==> src/mbrtu_pkg.sv <==
// Shared types and constants of the Modbus RTU frame receiver.
`default_nettype none
package mbrtu_pkg;

  localparam logic [7:0]  BCAST_ADDR   = 8'hFF;
  localparam logic [7:0]  DEV_ADDR_RST = 8'h01;
  localparam logic [15:0] CRC_INIT     = 16'hFFFF;
  localparam logic [15:0] CRC_POLY     = 16'hA001;

  localparam logic [7:0]  FC_READ_COILS = 8'h01;
  localparam logic [7:0]  FC_READ_HREGS = 8'h03;
  localparam logic [7:0]  FC_WRITE_COIL = 8'h05;
  localparam logic [7:0]  FC_WRITE_MULT = 8'h10;

  localparam logic [8:0]  LEN_FIXED     = 9'd4;
  localparam logic [8:0]  LEN_MULT_HEAD = 9'd6;
  localparam logic [8:0]  LEN_MULT_BASE = 9'd5;
  localparam logic [8:0]  POS_COUNT     = 9'd6;

  localparam logic        REG_DEV_ADDR  = 1'b0;

  typedef enum logic [2:0] {
    ST_ABSORB    = 3'd0,
    ST_PAYLOAD   = 3'd1,
    ST_OK        = 3'd2,
    ST_ADDR_MISS = 3'd3,
    ST_BAD_FUNC  = 3'd4,
    ST_CRC_ERR   = 3'd5,
    ST_BC_REJECT = 3'd6
  } status_e;

  typedef struct packed {
    status_e     status;
    logic [7:0]  func_code;
    logic [8:0]  payload_index;
    logic [7:0]  payload_byte;
    logic        broadcast;
  } result_t;

endpackage
`default_nettype wire

==> src/mbrtu_crc.sv <==
// Byte-wide CRC-16/MODBUS update.
`default_nettype none
module mbrtu_crc (
  input  wire logic [15:0] crc_i,
  input  wire logic [7:0]  byte_i,
  output logic      [15:0] crc_o
);

  always_comb begin
    logic [15:0] acc;
    acc = crc_i ^ {8'h00, byte_i};
    for (int k = 0; k < 8; k++) begin
      if (acc[0]) begin
        acc = (acc >> 1) ^ mbrtu_pkg::CRC_POLY;
      end else begin
        acc = acc >> 1;
      end
    end
    crc_o = acc;
  end

endmodule
`default_nettype wire

==> src/mbrtu_parse.sv <==
// Frame tracking state and per-beat status decode.
`default_nettype none
module mbrtu_parse (
  input  wire logic                clk_i,
  input  wire logic                rst_ni,
  input  wire logic                beat_i,
  input  wire logic [7:0]          rx_byte_i,
  input  wire logic [7:0]          dev_addr_i,
  output mbrtu_pkg::result_t       result_o
);

  logic [8:0]  pos_q, pos_d;
  logic [15:0] crc_q, crc_d;
  logic [7:0]  crc_lo_q, crc_lo_d;
  logic [7:0]  func_q, func_d;
  logic [8:0]  len_q, len_d;
  logic        bc_q, bc_d;
  logic [31:0] head_q, head_d;

  logic [15:0] crc_in, crc_upd;
  logic [8:0]  dpos;
  logic [8:0]  len_eff;
  logic        addr_hit;
  logic        func_ok;
  mbrtu_pkg::result_t res;

  assign crc_in   = (pos_q == 9'd0) ? mbrtu_pkg::CRC_INIT : crc_q;
  assign dpos     = pos_q - 9'd2;
  assign addr_hit = (rx_byte_i == dev_addr_i) || (rx_byte_i == mbrtu_pkg::BCAST_ADDR);
  assign func_ok  = (rx_byte_i == mbrtu_pkg::FC_READ_COILS) ||
                    (rx_byte_i == mbrtu_pkg::FC_READ_HREGS) ||
                    (rx_byte_i == mbrtu_pkg::FC_WRITE_COIL) ||
                    (rx_byte_i == mbrtu_pkg::FC_WRITE_MULT);
  assign len_eff  = (pos_q == mbrtu_pkg::POS_COUNT && func_q == mbrtu_pkg::FC_WRITE_MULT) ?
                    ({1'b0, rx_byte_i} + mbrtu_pkg::LEN_MULT_BASE) : len_q;

  mbrtu_crc u_crc (
    .crc_i  (crc_in),
    .byte_i (rx_byte_i),
    .crc_o  (crc_upd)
  );

  always_comb begin
    pos_d    = pos_q;
    crc_d    = crc_q;
    crc_lo_d = crc_lo_q;
    func_d   = func_q;
    len_d    = len_q;
    bc_d     = bc_q;
    head_d   = head_q;
    res.status        = mbrtu_pkg::ST_ABSORB;
    res.func_code     = 8'h00;
    res.payload_index = 9'd0;
    res.payload_byte  = 8'h00;
    res.broadcast     = 1'b0;

    if (pos_q == 9'd0) begin
      if (addr_hit) begin
        bc_d   = (rx_byte_i != dev_addr_i);
        crc_d  = crc_upd;
        func_d = 8'h00;
        head_d = 32'h0;
        pos_d  = 9'd1;
        res.broadcast = (rx_byte_i != dev_addr_i);
      end else begin
        res.status = mbrtu_pkg::ST_ADDR_MISS;
        pos_d = 9'd0;
        crc_d = mbrtu_pkg::CRC_INIT;
        bc_d  = 1'b0;
      end
    end else if (pos_q == 9'd1) begin
      func_d = rx_byte_i;
      res.func_code = rx_byte_i;
      res.broadcast = bc_q;
      if (func_ok) begin
        len_d = (rx_byte_i == mbrtu_pkg::FC_WRITE_MULT) ? mbrtu_pkg::LEN_MULT_HEAD :
                                                          mbrtu_pkg::LEN_FIXED;
        crc_d = crc_upd;
        pos_d = 9'd2;
      end else begin
        res.status = mbrtu_pkg::ST_BAD_FUNC;
        pos_d = 9'd0;
        crc_d = mbrtu_pkg::CRC_INIT;
        bc_d  = 1'b0;
      end
    end else begin
      res.func_code = func_q;
      res.broadcast = bc_q;
      len_d = len_eff;
      if (dpos < len_eff) begin
        crc_d = crc_upd;
        if (dpos < 9'd4) begin
          case (dpos[1:0])
            2'd0:    head_d[31:24] = rx_byte_i;
            2'd1:    head_d[23:16] = rx_byte_i;
            2'd2:    head_d[15:8]  = rx_byte_i;
            default: head_d[7:0]   = rx_byte_i;
          endcase
        end
        res.status        = mbrtu_pkg::ST_PAYLOAD;
        res.payload_index = dpos;
        res.payload_byte  = rx_byte_i;
        pos_d = pos_q + 9'd1;
      end else if (dpos == len_eff) begin
        crc_lo_d = rx_byte_i;
        pos_d    = pos_q + 9'd1;
      end else begin
        if ({rx_byte_i, crc_lo_q} != crc_q) begin
          res.status = mbrtu_pkg::ST_CRC_ERR;
        end else if (bc_q) begin
          res.status = (head_q == 32'h0000_0001) ? mbrtu_pkg::ST_OK :
                                                   mbrtu_pkg::ST_BC_REJECT;
        end else begin
          res.status = mbrtu_pkg::ST_OK;
        end
        pos_d = 9'd0;
        crc_d = mbrtu_pkg::CRC_INIT;
        bc_d  = 1'b0;
      end
    end
  end

  assign result_o = res;

  always_ff @(posedge clk_i or negedge rst_ni) begin
    if (!rst_ni) begin
      pos_q    <= 9'd0;
      crc_q    <= mbrtu_pkg::CRC_INIT;
      crc_lo_q <= 8'h00;
      func_q   <= 8'h00;
      len_q    <= 9'd0;
      bc_q     <= 1'b0;
      head_q   <= 32'h0;
    end else if (beat_i) begin
      pos_q    <= pos_d;
      crc_q    <= crc_d;
      crc_lo_q <= crc_lo_d;
      func_q   <= func_d;
      len_q    <= len_d;
      bc_q     <= bc_d;
      head_q   <= head_d;
    end
  end

  a_miss_restarts: assert property (@(posedge clk_i) disable iff (!rst_ni)
    beat_i && res.status == mbrtu_pkg::ST_ADDR_MISS |=> pos_q == 9'd0)
    else $error("address miss did not restart frame");

  a_end_clears: assert property (@(posedge clk_i) disable iff (!rst_ni)
    beat_i && (res.status == mbrtu_pkg::ST_OK || res.status == mbrtu_pkg::ST_CRC_ERR ||
               res.status == mbrtu_pkg::ST_BC_REJECT)
    |=> pos_q == 9'd0 && crc_q == mbrtu_pkg::CRC_INIT && !bc_q)
    else $error("frame end did not clear state");

  a_index_range: assert property (@(posedge clk_i) disable iff (!rst_ni)
    beat_i && res.status == mbrtu_pkg::ST_PAYLOAD |-> res.payload_index < 9'd260)
    else $error("payload index out of range");

endmodule
`default_nettype wire

==> src/mbrtu_outq.sv <==
// Two-entry result queue between the decode and the output channel.
`default_nettype none
module mbrtu_outq (
  input  wire logic                clk_i,
  input  wire logic                rst_ni,
  input  wire logic                push_i,
  input  wire mbrtu_pkg::result_t  data_i,
  output logic                     full_o,
  output logic                     valid_o,
  input  wire logic                pop_i,
  output mbrtu_pkg::result_t       data_o
);

  mbrtu_pkg::result_t slot_q [2];
  logic       wr_ptr_q, rd_ptr_q;
  logic [1:0] count_q;

  assign full_o  = (count_q == 2'd2);
  assign valid_o = (count_q != 2'd0);
  assign data_o  = slot_q[rd_ptr_q];

  always_ff @(posedge clk_i) begin
    if (push_i) begin
      slot_q[wr_ptr_q] <= data_i;
    end
  end

  always_ff @(posedge clk_i or negedge rst_ni) begin
    if (!rst_ni) begin
      wr_ptr_q <= 1'b0;
      rd_ptr_q <= 1'b0;
      count_q  <= 2'd0;
    end else begin
      if (push_i) begin
        wr_ptr_q <= ~wr_ptr_q;
      end
      if (pop_i) begin
        rd_ptr_q <= ~rd_ptr_q;
      end
      count_q <= count_q + {1'b0, push_i} - {1'b0, pop_i};
    end
  end

  a_count_bound: assert property (@(posedge clk_i) disable iff (!rst_ni)
    count_q != 2'd3)
    else $error("result queue overflow");

  a_pop_nonempty: assert property (@(posedge clk_i) disable iff (!rst_ni)
    pop_i |-> count_q != 2'd0)
    else $error("pop from empty result queue");

endmodule
`default_nettype wire

==> src/modbus_rtu_frame_receiver_unit.sv <==
// Top level of the Modbus RTU frame receiver with its register port.
// Decode is combinational; a status beat is queued when its byte is accepted.
// Throughput: one byte per cycle unless the queue is full; CRC update is combinational.
// A two-entry result queue keeps input beats flowing while one result waits.
// Reset: frame position 0, CRC 0xFFFF, device address 1, result queue empty.
`default_nettype none
module modbus_rtu_frame_receiver_unit (
  input  wire logic        clk_i,
  input  wire logic        rst_ni,
  input  wire logic        in_valid_i,
  output logic             in_ready_o,
  input  wire logic [7:0]  rx_byte_i,
  output logic             out_valid_o,
  input  wire logic        out_ready_i,
  output logic [2:0]       status_o,
  output logic [7:0]       func_code_o,
  output logic [8:0]       payload_index_o,
  output logic [7:0]       payload_byte_o,
  output logic             broadcast_o,
  input  wire logic        psel,
  input  wire logic        penable,
  input  wire logic        pwrite,
  input  wire logic [2:0]  paddr,
  input  wire logic [31:0] pwdata,
  output logic [31:0]      prdata,
  output logic             pready
);

  logic [7:0] dev_addr_q;
  logic       reg_hit;
  logic       beat;
  logic       q_full;
  mbrtu_pkg::result_t res, head;

  assign pready  = 1'b1;
  assign reg_hit = (paddr[2] == mbrtu_pkg::REG_DEV_ADDR);
  assign prdata  = reg_hit ? {24'h0, dev_addr_q} : 32'h0;

  always_ff @(posedge clk_i or negedge rst_ni) begin
    if (!rst_ni) begin
      dev_addr_q <= mbrtu_pkg::DEV_ADDR_RST;
    end else if (psel && penable && pwrite && pready && reg_hit) begin
      dev_addr_q <= pwdata[7:0];
    end
  end

  assign in_ready_o = !q_full;
  assign beat       = in_valid_i && in_ready_o;

  mbrtu_parse u_parse (
    .clk_i      (clk_i),
    .rst_ni     (rst_ni),
    .beat_i     (beat),
    .rx_byte_i  (rx_byte_i),
    .dev_addr_i (dev_addr_q),
    .result_o   (res)
  );

  mbrtu_outq u_outq (
    .clk_i   (clk_i),
    .rst_ni  (rst_ni),
    .push_i  (beat),
    .data_i  (res),
    .full_o  (q_full),
    .valid_o (out_valid_o),
    .pop_i   (out_valid_o && out_ready_i),
    .data_o  (head)
  );

  assign status_o        = head.status;
  assign func_code_o     = head.func_code;
  assign payload_index_o = head.payload_index;
  assign payload_byte_o  = head.payload_byte;
  assign broadcast_o     = head.broadcast;

endmodule
`default_nettype wire
==> config.mk <==
export PLATFORM = sky130hd
export DESIGN_NAME = modbus_rtu_frame_receiver_unit
export DESIGN_NICKNAME = d
export VERILOG_FILES = /design/src/mbrtu_pkg.sv /design/src/mbrtu_crc.sv /design/src/mbrtu_parse.sv /design/src/mbrtu_outq.sv /design/src/modbus_rtu_frame_receiver_unit.sv
export SDC_FILE = /design/constraint.sdc
export NUM_CORES = 1
export LEC_CHECK = 0
export ABC_AREA = 1
export BUFFER_PORTS_ARGS = -buffer_cell sky130_fd_sc_hd__buf_2
export CAP_MARGIN = 10
export CORE_MARGIN = 4
export CORE_UTILIZATION = 58
export CTS_CLUSTER_DIAMETER = 80
export DETAILED_ROUTE_END_ITERATION = 6
export GPL_ROUTABILITY_DRIVEN = 0
export PLACE_DENSITY = 0.81
export SYNTH_ARGS = -nofsm -noshare
export SYNTH_HDL_FRONTEND = slang
export SYNTH_SLANG_ARGS = --single-unit
==> constraint.sdc <==
create_clock -name clk_i -period 4.1 [get_ports clk_i]
set_clock_uncertainty 0.15 [all_clocks]
set_input_delay 0.615 -clock clk_i [delete_from_list [all_inputs] [get_ports clk_i]]
set_output_delay 0.615 -clock clk_i [all_outputs]
set_load 0.02 [all_outputs]
==> impl_metrics.ini, run 1 <==
[outcome]
status = finished, final reports clean

[route]
dr.pass1.iters = 5
dr.max_layer_used = met4
via_per_inst = 5.42
dr.first_iter.drc_count = 481
wl_per_cell_microns = 15.4
wl_met2_microns = 9080
vias = 6532
wl_microns = 18500
met3_length_microns = 1390
final_antenna_net_count = 0
drc = 0
wl_met1_microns = 7590

[logic_synthesis]
synth.mux.area_fraction_pct = 0
yosysWarnings = 0
synth_seq_area_share_pct = 50.8
synth_xor_area_share_pct = 4.28
async_flop_share_pct = 62.1
synth_compound_area_share_pct = 9.39
synth_seq_cells = 153
yosysUniqueCellTypes = 48
synth_top_flop_cell = dfrtp_1
netlist_area_sq_um = 8150
synth-edff-count = 58
synth_top_family_by_area = simple AND/OR/NAND/NOR gates
synth-simple-area-share_pct = 23.0
synthAdderAreaFrac_pct = 3.07
synthCells = 942
synth.avg_cell_area_sq_um = 8.65

[layout]
drive_gt1_share_pct = 17.7
fin_nets = 1082
area_delta_synth_final_pct = 12.3
diodes = 0
finalInstanceArea_sq_um = 9160

[worst_hold_path]
holdCritPathClass = in -> async

[timing]
finalMaxSlewViolations = 0
setup_viol = 0
rsz0062_at_grt = no
tightest_slew_ps = 924
hold_viol = 0
post-route-period-util_pct = 90.8
tns_ps = 0
finalCriticalPeriod_ps = 3720
hold-worst-slack_ps = 114
fmax_ghz = 0.269
setup_ws_ps = 378
slew_headroom_pct = 38.3

[clocking]
root_buffer = clkbuf_16
cts.repair.resized = 0
path_clk_slew_ps = 60
cts_tree = built
postCtsHoldBufs = 0
clk_path_buf_depth = 2
clock_latency_ps = 430
cts_buffers = 17
clock_sinks = 153
post_cts_buffers = 0
htree_levels = 4

[power_and_ir_drop]
power_density_nw_per_um2 = 569
ir_drop_mv = 0.225
leakage_nw = 4.28
power_mw = 5.21

[floorplan]
dieArea_sq_um = 16000
ios = 114
die_h_microns = 127
fp.dieW_microns = 127
rows = 43
coreArea_sq_um = 13800
initial_core_util_pct = 59.0

[setup_path]
start_kind = register
cpMostUsedCell = nand2_1
critical_path_class = reg -> reg
cpPeakStageDelay_ps = 450
end_kind = register
arrival_ps = 3880
crit_fanout = 16
critical_path.cell_chain = inv_1, ha_1, nand4_1, nor4_2, nand2_1, inv_2, nand2_1, o21ai_0, inv_1, ha_1, nand2_1, nor2_1, a211oi_1, o21ai_0, nand2_1, nand2_1, nand2_1, nand2_1, nand2_1, o21ai_1, nor2_1, nand2_2, nand2_1, o21ai_0
r2r_cells = 24
cp.required_ps = 4260
cp_slowest_cell = dfrtp_1
reg2reg_setup_slack_ps = 380

[grt]
grt_use_total_pct = 23.8
antenna_found_initial = 0
grt_max_degree = 65
grt.overflow.total = 0
grt_pass1_vias = 6108
grt_pass1_wl_microns = 30000

[placed_design]
io_buffers = 62
place_area_sq_um = 8560
dp_hpwl_microns = 13100
place_ws_ps = 313

[job]
drv_cap = 0
==> through the flow <==
step	util, %	instances
after detailed placement	61.9	1172
after global routing	66.2	1205
after floorplan	-	965
after CTS	66.1	1204
after global placement	61.9	1172
final	66.2	1205
==> registers in the layout (all words and copies together), names as in the netlist <==
| name | cells |
|---|---|
| u_outq.slot_q | 58 |
| u_parse.pos_q | 9 |
| u_parse.bc_q | 1 |
| u_parse.crc_q | 16 |
| u_outq.wr_ptr_q | 1 |
| u_parse.len_q | 9 |
| dev_addr_q | 8 |
| u_parse.func_q | 8 |
| u_parse.crc_lo_q | 8 |
| u_outq.rd_ptr_q | 1 |
| u_outq.count_q | 2 |
| u_parse.head_q | 32 |
==> power breakdown <==
part	internal, mW	switching [mW]
Clock	0.893	0.622
Combinational	0.505	1.07
Sequential	1.98	0.146
==> final timing paths <==
kind / startpoint / endpoint
worst max-delay path: u_parse.pos_q[0] / u_parse.head_q[27]
worst min-delay path: rst_ni / u_parse.head_q[23]
worst max register to register: u_parse.pos_q[0] / u_parse.head_q[27]
worst min register to register: u_parse.bc_q / u_parse.bc_q
max in group asynchronous: rst_ni / u_parse.crc_q[12]
min in group clk_i: pwdata[0] / dev_addr_q[0]
==> metal layers <==
metal / up-vias / track usage (%)
li1: 3156 / -
met1: 3078 / 30.5
met2: 257 / 39.6
met3: 41 / 5.09
met4: 0 / 9.40
met5: - / 0
==> worst max-delay path: cells and delay by family, from the launching register on <==
family                     cells  cell delay, ps
and+or+nand+nor               14            1580
AOI/OAI and AO/OA              5             600
adders and majority gates      2             470
DFF                            1             450
buffers and inverters          3             350
==> Yosys cell counts, types with 3 or more instances <==
| cell | n | area share, % |
|---|---|---|
| buf_6 | 6 | 0.83 |
| ha_1 | 20 | 3.1 |
| o21ai_0 | 69 | 4.2 |
| nand2_4 | 3 | 0.41 |
| buf_4 | 26 | 2.4 |
| or2_2 | 3 | 0.23 |
| clkbuf_1 | 10 | 0.46 |
| nor4_1 | 9 | 0.69 |
| inv_2 | 12 | 0.55 |
| xnor2_1 | 14 | 1.5 |
| a21oi_1 | 17 | 1.0 |
| nand4_1 | 15 | 1.2 |
| o22ai_1 | 23 | 1.8 |
| xor2_1 | 24 | 2.6 |
| buf_2 | 8 | 0.49 |
| clkinv_1 | 5 | 0.23 |
| inv_1 | 92 | 4.2 |
| nor2_2 | 3 | 0.23 |
| nor2_1 | 74 | 3.4 |
| o21ai_1 | 18 | 1.1 |
| nand2_2 | 15 | 1.2 |
| dfrtp_1 | 78 | 24 |
| edfxtp_1 | 58 | 21 |
| nor3_1 | 7 | 0.43 |
| nand2_1 | 260 | 12 |
| dfstp_2 | 17 | 5.5 |
| nand3_1 | 29 | 1.8 |
==> cells in the final DEF (no fill, tap or decap), drive strengths merged <==
cell type | synthesis | layout
conb | 2 | 25
a211oi | 1 | 1
o21ai | 88 | 88
dfstp | 17 | 17
nor4b | 1 | 1
buf | 42 | 79
o22ai | 23 | 23
o22a | 1 | 1
dfrtp | 78 | 78
xor2 | 25 | 25
a21oi | 20 | 20
clkbuf | 10 | 22
bufinv | 0 | 1
o31ai | 2 | 2
edfxtp | 58 | 58
clkinv | 5 | 12
nor2 | 80 | 80
a22oi | 1 | 1
nand4 | 16 | 16
nor3 | 7 | 7
nor4 | 11 | 11
o21bai | 1 | 1
nand2 | 278 | 279
nor3b | 1 | 1
nand3 | 30 | 30
xnor2 | 14 | 14
ha | 20 | 20
clkinvlp | 0 | 2
a31oi | 2 | 2
or2 | 3 | 3
inv | 105 | 105
==> area by class of cell <==
type | count | area [sq um]
clock buffers | 22 | 479
clock inverters | 10 | 95.1
fillers | 1075 | 4670
inverters | 110 | 418
multi-input cells | 651 | 3360
flip-flops and latches | 153 | 4140
well taps | 180 | 225
repair buffers | 79 | 440
==> logic make-up after synthesis <==
| kind of cell | Yosys count |
|---|---|
| AOI/OAI and AO/OA | 139 |
| xor gates and xnor gates | 39 |
| adders and majority gates | 20 |
| buffers and inverters | 162 |
| DFF | 153 |
| other | 2 |
| and+or+nand+nor | 427 |
No activity file was read; power rests on OpenSTA's default activity.
==> inputs of run 2 (changes only) <==
--- a/config.mk
+++ b/config.mk
@@ -8,11 +8,13 @@
 export ABC_AREA = 1
 export BUFFER_PORTS_ARGS = -buffer_cell sky130_fd_sc_hd__buf_2
 export CAP_MARGIN = 10
+export CORE_ASPECT_RATIO = 0.5
 export CORE_MARGIN = 4
 export CORE_UTILIZATION = 58
 export CTS_CLUSTER_DIAMETER = 80
 export DETAILED_ROUTE_END_ITERATION = 6
 export GPL_ROUTABILITY_DRIVEN = 0
+export GPL_TIMING_DRIVEN = 0
 export PLACE_DENSITY = 0.81
 export SYNTH_ARGS = -nofsm -noshare
 export SYNTH_HDL_FRONTEND = slang
==> constraint.sdc (replaced) <==
create_clock -name clk_i -period 4.1 [get_ports clk_i]
set_clock_uncertainty 0.15 [all_clocks]
set_input_delay 0.82 -clock clk_i [delete_from_list [all_inputs] [get_ports clk_i]]
set_output_delay 0.82 -clock clk_i [all_outputs]
set_load 0.02 [all_outputs]
==> run 2 against run 1 <==
  * Die area rose by 0.72%
  * Sequential share of layout area down 1.3 points
  * Maximum frequency shrank 5.4%
  * Non-clock buffer count grew 35
  * First-iteration DRC count increased by 37%
  * Sequential power hardly changed
  * Hold slack gained 110 ps
  * Design area up 2.9%
  * Global-route usage increased by 1.9 points
  * Count of clock-buffer cells in the layout fell by 3
==> impl_metrics.ini, run 2 (synthesized netlist as in run 1, its figures left out) <==
[timing]
finalMaxSlewViolations = 0
tightest_slew_ps = 859
finalCriticalPeriod_ps = 3940
hold_viol = 0
fmax_ghz = 0.254
setup_ws_ps = 164
tns_ps = 0
setup_viol = 0
post-route-period-util_pct = 96.0
slew_headroom_pct = 42.6

[clocking]
clock_sinks = 153
htree_levels = 4
root_buffer = clkbuf_16
cts_tree = built
cts_buffers = 17
clock_latency_ps = 430
clk_path_buf_depth = 2
path_clk_slew_ps = 70

[layout]
area_delta_synth_final_pct = 15.6
finalInstanceArea_sq_um = 9420
layout_commonest_cell = nand2_1
layout_common_cells = nand2_1, inv_1, dfrtp_1
largestRegisters = u_outq.slot_q x58, u_parse.head_q x32, u_parse.crc_q x16
largest_register_ffs = 58
fin_nets = 1116
diodes = 0
largest_register = u_outq.slot_q
drive_gt1_share_pct = 19.7

[placed_design]
place_ws_ps = -442
place_area_sq_um = 8830
io_buffers = 57
dp_hpwl_microns = 14600

[worst_hold_path]
holdCritPathClass = in -> async

[route]
dr.first_iter.drc_count = 658
dr.pass1.iters = 5
via_per_inst = 5.46
drc = 0
wl_microns = 20500
final_antenna_net_count = 0
vias = 6832
wl_per_cell_microns = 16.4

[grt]
grt_pass1_wl_microns = 32500
antenna_found_initial = 0
grt_pass1_vias = 6550
grt_max_degree = 57
grt.overflow.total = 0
grt_use_total_pct = 25.7

[outcome]
status = finished, final reports clean

[setup_path]
arrival_ps = 4070
start_kind = input port
r2r_cells = 25
reg2reg_setup_slack_ps = 270
critical_path_class = in -> reg
r2r-start = u_parse.pos_q[0]
critical_path.reg2reg.endpoint = u_parse.head_q[30]
end_kind = register
crit_fanout = 10
cp.required_ps = 4240

[floorplan]
dieArea_sq_um = 16100
fp.dieW_microns = 176
rows = 30
ios = 114
die_h_microns = 91.8
coreArea_sq_um = 13700
initial_core_util_pct = 59.7

[power_and_ir_drop]
ir_drop_mv = 0.253
leakage_nw = 4.40
power_density_nw_per_um2 = 560

[job]
drv_cap = 0
## run 2: changes by cell type in the layout (fill, tap and decap cells not counted), moves of 3 or more
| cell | delta |
|---|---|
| buf_6 | +6 |
| inv_6 | +6 |
| clkinvlp_4 | +3 |
| buf_2 | +3 |
| clkbuf_1 | +9 |
| buf_4 | +12 |
| clkinv_2 | -3 |
## run 2: critical path, cell delays in order
cell and delay [ps]:
buf_2 210, clkinvlp_4 330, o21ai_1 320, nand2_1 80
nor2_1 120, nand2_1 80, xor2_1 140, o21ai_0 290
ha_1 180, nand2_1 70, nor3_1 240, nand4_1 300
nor2_4 210, nand3_1 270, buf_2 270, nand2_1 60
o21ai_0 70
## run 2: repair_timing
action,in CTS,in global routing
pin swaps,0,2
hold buffers,0,0
setup buffers,0,3
endpoints found under the setup margin,2,81
hold endpoints to repair,0,0
gates resized for setup,1,12
cloned,0,0
## run 2: cell type report
class,count,area (sq um)
fillers,1046,4240
flip-flops and latches,153,4140
multi-input cells,650,3360
clock buffers,19,433
inverters,110,425
repair buffers,62,365
plain buffers,52,349
well taps,192,240
clock inverters,13,108
## run 2: power breakdown
part | total (mW) | internal (mW) | switching (mW)
Clock | 1.46 | 0.788 | 0.670
Sequential | 2.13 | 1.98 | 0.158
Combinational | 1.68 | 0.549 | 1.13
Total | 5.28 | 3.31 | 1.96
## run 2: per-layer routing
metal	vias up	share of wire, %	global-route usage [%]
li1	3234	-	-
met2	360	45	40.7
met4	0	2.0	6.94
met1	3186	44	35.1
met3	52	9.6	7.37
met5	-	0	0
## run 2: worst max-delay path by stage
stage          cells after the start             endpoint              from
6_report                          17  u_parse.crc_lo_q[7]      rx_byte_i[0]
5_1_grt                           25   u_parse.head_q[31]  u_parse.pos_q[0]
4_1_cts                           24   u_parse.head_q[23]  u_parse.pos_q[0]
3_5_place_dp                      17  u_parse.crc_lo_q[6]      rx_byte_i[0]
3_3_place_gp                      17  u_parse.crc_lo_q[7]      rx_byte_i[0]
2_1_floorplan                     19   u_parse.head_q[17]      rx_byte_i[0]
## run 2: per-stage QoR
step	hold WS, ps	utilization (%)	cells	power [mW]
final	226	68.9	1251	5.28
after floorplan	301	-	965	3.27
after global placement	318	64.1	1214	3.71
after CTS	241	68.6	1248	5.27
after detailed placement	323	64.6	1216	3.80
after global routing	262	68.9	1251	5.57
==> inputs of run 3 (changes only) <==
--- a/config.mk
+++ b/config.mk
@@ -10,12 +10,12 @@
 export CAP_MARGIN = 10
 export CORE_ASPECT_RATIO = 0.5
 export CORE_MARGIN = 4
-export CORE_UTILIZATION = 58
+export CORE_UTILIZATION = 55
 export CTS_CLUSTER_DIAMETER = 80
 export DETAILED_ROUTE_END_ITERATION = 6
 export GPL_ROUTABILITY_DRIVEN = 0
 export GPL_TIMING_DRIVEN = 0
-export PLACE_DENSITY = 0.81
+export PLACE_DENSITY = 0.77
 export SYNTH_ARGS = -nofsm -noshare
 export SYNTH_HDL_FRONTEND = slang
 export SYNTH_SLANG_ARGS = --single-unit
==> run 3 against run 2 <==
  * Design area increased by 0.32%
  * Non-clock buffer count is 1 lower
  * Combinational power about the same
  * Maximum frequency rose by 4.2%
  * Cell count increased by 0.40%
  * Via count down 1.5%
  * Worst setup slack improved by 160 ps
  * Critical path depth up 8
  * Count of clock-buffer cells in the layout is 1 lower
==> impl_metrics.ini, run 3 (synthesized netlist as in run 1, its figures left out) <==
[layout]
fill_cells = 1190
layout_common_cells = nand2_1, inv_1, dfrtp_1
largest_register = u_outq.slot_q
area_delta_synth_final_pct = 15.9
final_cells = 1256
fin_nets = 1115
seq_area_sq_um = 4140
layout_commonest_cell = nand2_1
largestRegisters = u_outq.slot_q x58, u_parse.head_q x32, u_parse.crc_q x16
multi_input_area_sq_um = 3360
diodes = 0
drive_gt1_share_pct = 19.7
largest_register_ffs = 58

[power_and_ir_drop]
leakage_nw = 4.42
ir_drop_mv = 0.292
power_mw = 5.33
power_density_nw_per_um2 = 564

[grt]
antenna_found_initial = 0
grt.overflow.total = 0
grt_pass1_wl_microns = 31600
grt_use_total_pct = 23.6
grt_max_degree = 75
grt_pass1_vias = 6408

[floorplan]
initial_core_util_pct = 56.3
coreArea_sq_um = 14500
fp.dieW_microns = 180
dieArea_sq_um = 17000
rows = 31
die_h_microns = 94.1
ios = 114

[setup_path]
arrival_ps = 3930
crit_fanout = 10
critical_path_class = reg -> reg
end_kind = register
reg2reg_setup_slack_ps = 320
cp_slowest_cell = dfrtp_2
cpPeakStageDelay_ps = 460
cpMostUsedCell = nand2_1
crit_buf_inv = 4
crit_family = simple AND/OR/NAND/NOR gates
start_kind = register
cp.required_ps = 4250

[route]
drc = 0
dr.pass1.iters = 5
wl_microns = 19600
dr.first_iter.drc_count = 718
vias = 6727
final_antenna_net_count = 0
via_per_inst = 5.36
wl_per_cell_microns = 15.6

[timing]
setup_ws_ps = 324
rsz0062_at_grt = no
post-route-period-util_pct = 92.1
fmax_ghz = 0.265
finalMaxSlewViolations = 0
hold-worst-slack_ps = 137
tightest_slew_ps = 944
hold_viol = 0
finalCriticalPeriod_ps = 3780
setup_viol = 0
tns_ps = 0
slew_headroom_pct = 37.0

[clocking]
postCtsHoldBufs = 0
clock_latency_ps = 420
root_buffer = clkbuf_16
path_clk_slew_ps = 70
htree_levels = 4
cts_tree = built
cts_buffers = 17
clk_path_buf_depth = 2
clock_sinks = 153

[job]
drv_cap = 0

[worst_hold_path]
holdCritPathClass = in -> async

[placed_design]
io_buffers = 57
dp_cells = 1222
place_ws_ps = -256
dp_hpwl_microns = 14300

[outcome]
status = finished, final reports clean
-- run 3: final cells by class --
cell class | instances | share of cell area, %
clock buffers | 18 | 4.54
repair buffers | 61 | 3.65
inverters | 110 | 4.50
multi-input cells | 650 | 35.5
plain buffers | 52 | 3.69
well taps | 198 | 2.62
clock inverters | 14 | 1.65
flip-flops and latches | 153 | 43.8
-- run 3: worst register-to-register path: stages (launching register included) --
cell      delay (ps)
dfrtp_2          460
inv_2            130
ha_1             200
nand4_1          100
nor4_1           190
nand2_1          200
buf_2            230
nand2_1           70
nand2_1           50
inv_1             80
ha_1             240
nand2_1           90
nor2_1            50
a211oi_1         170
o21ai_0          110
nand2_1           60
nand2_1           50
nand2_1           80
nand2_1          150
nand2_2          140
o21ai_0          120
nor2_1           130
nand2_2          120
buf_6            170
nand2_1           60
o21ai_0           80
-- run 3: per-stage QoR --
stage                     utilization, %  instance area, sq um
after floorplan                        -                  8240
after global placement              60.6                  8770
after detailed placement            61.0                  8830
after CTS                           65.1                  9410
after global routing                65.3                  9450
final                               65.3                  9450
-- run 3: path summary, 6_finish.rpt --
| path | end | cells after the start | start |
|---|---|---|---|
| min in group clk_i | u_parse.head_q[31] | 2 | u_parse.head_q[31] |
| hold / removal | u_parse.func_q[6] | 1 | rst_ni |
| setup / recovery | u_parse.head_q[30] | 25 | u_parse.pos_q[0] |
| hold reg to reg | u_parse.head_q[31] | 2 | u_parse.head_q[31] |
| setup reg to reg | u_parse.head_q[30] | 25 | u_parse.pos_q[0] |
| max in group asynchronous | u_parse.crc_q[1] | 2 | rst_ni |
-- run 3: routing by layer --
metal	GRT usage (%)	vias to the layer above	wire length [microns]
met5	0	-	0
met4	6.98	0	310
met3	5.18	35	1670
met2	37.4	308	8660
met1	33.0	3153	9000
li1	-	3231	-
-- run 3: power breakdown --
group	leakage (nW)	internal, mW	switching, mW	total (mW)
sequential	1.76	1.98	0.148	2.12
clock	0.281	0.864	0.693	1.56
combinational	2.38	0.535	1.11	1.65
total	4.42	3.38	1.95	5.33
-- run 3: repair_timing --
action | CTS | global route
setup buffers | 0 | 2
endpoints found under the setup margin | 0 | 72
endpoints found under the hold margin | 0 | 0
resized for setup | 0 | 13
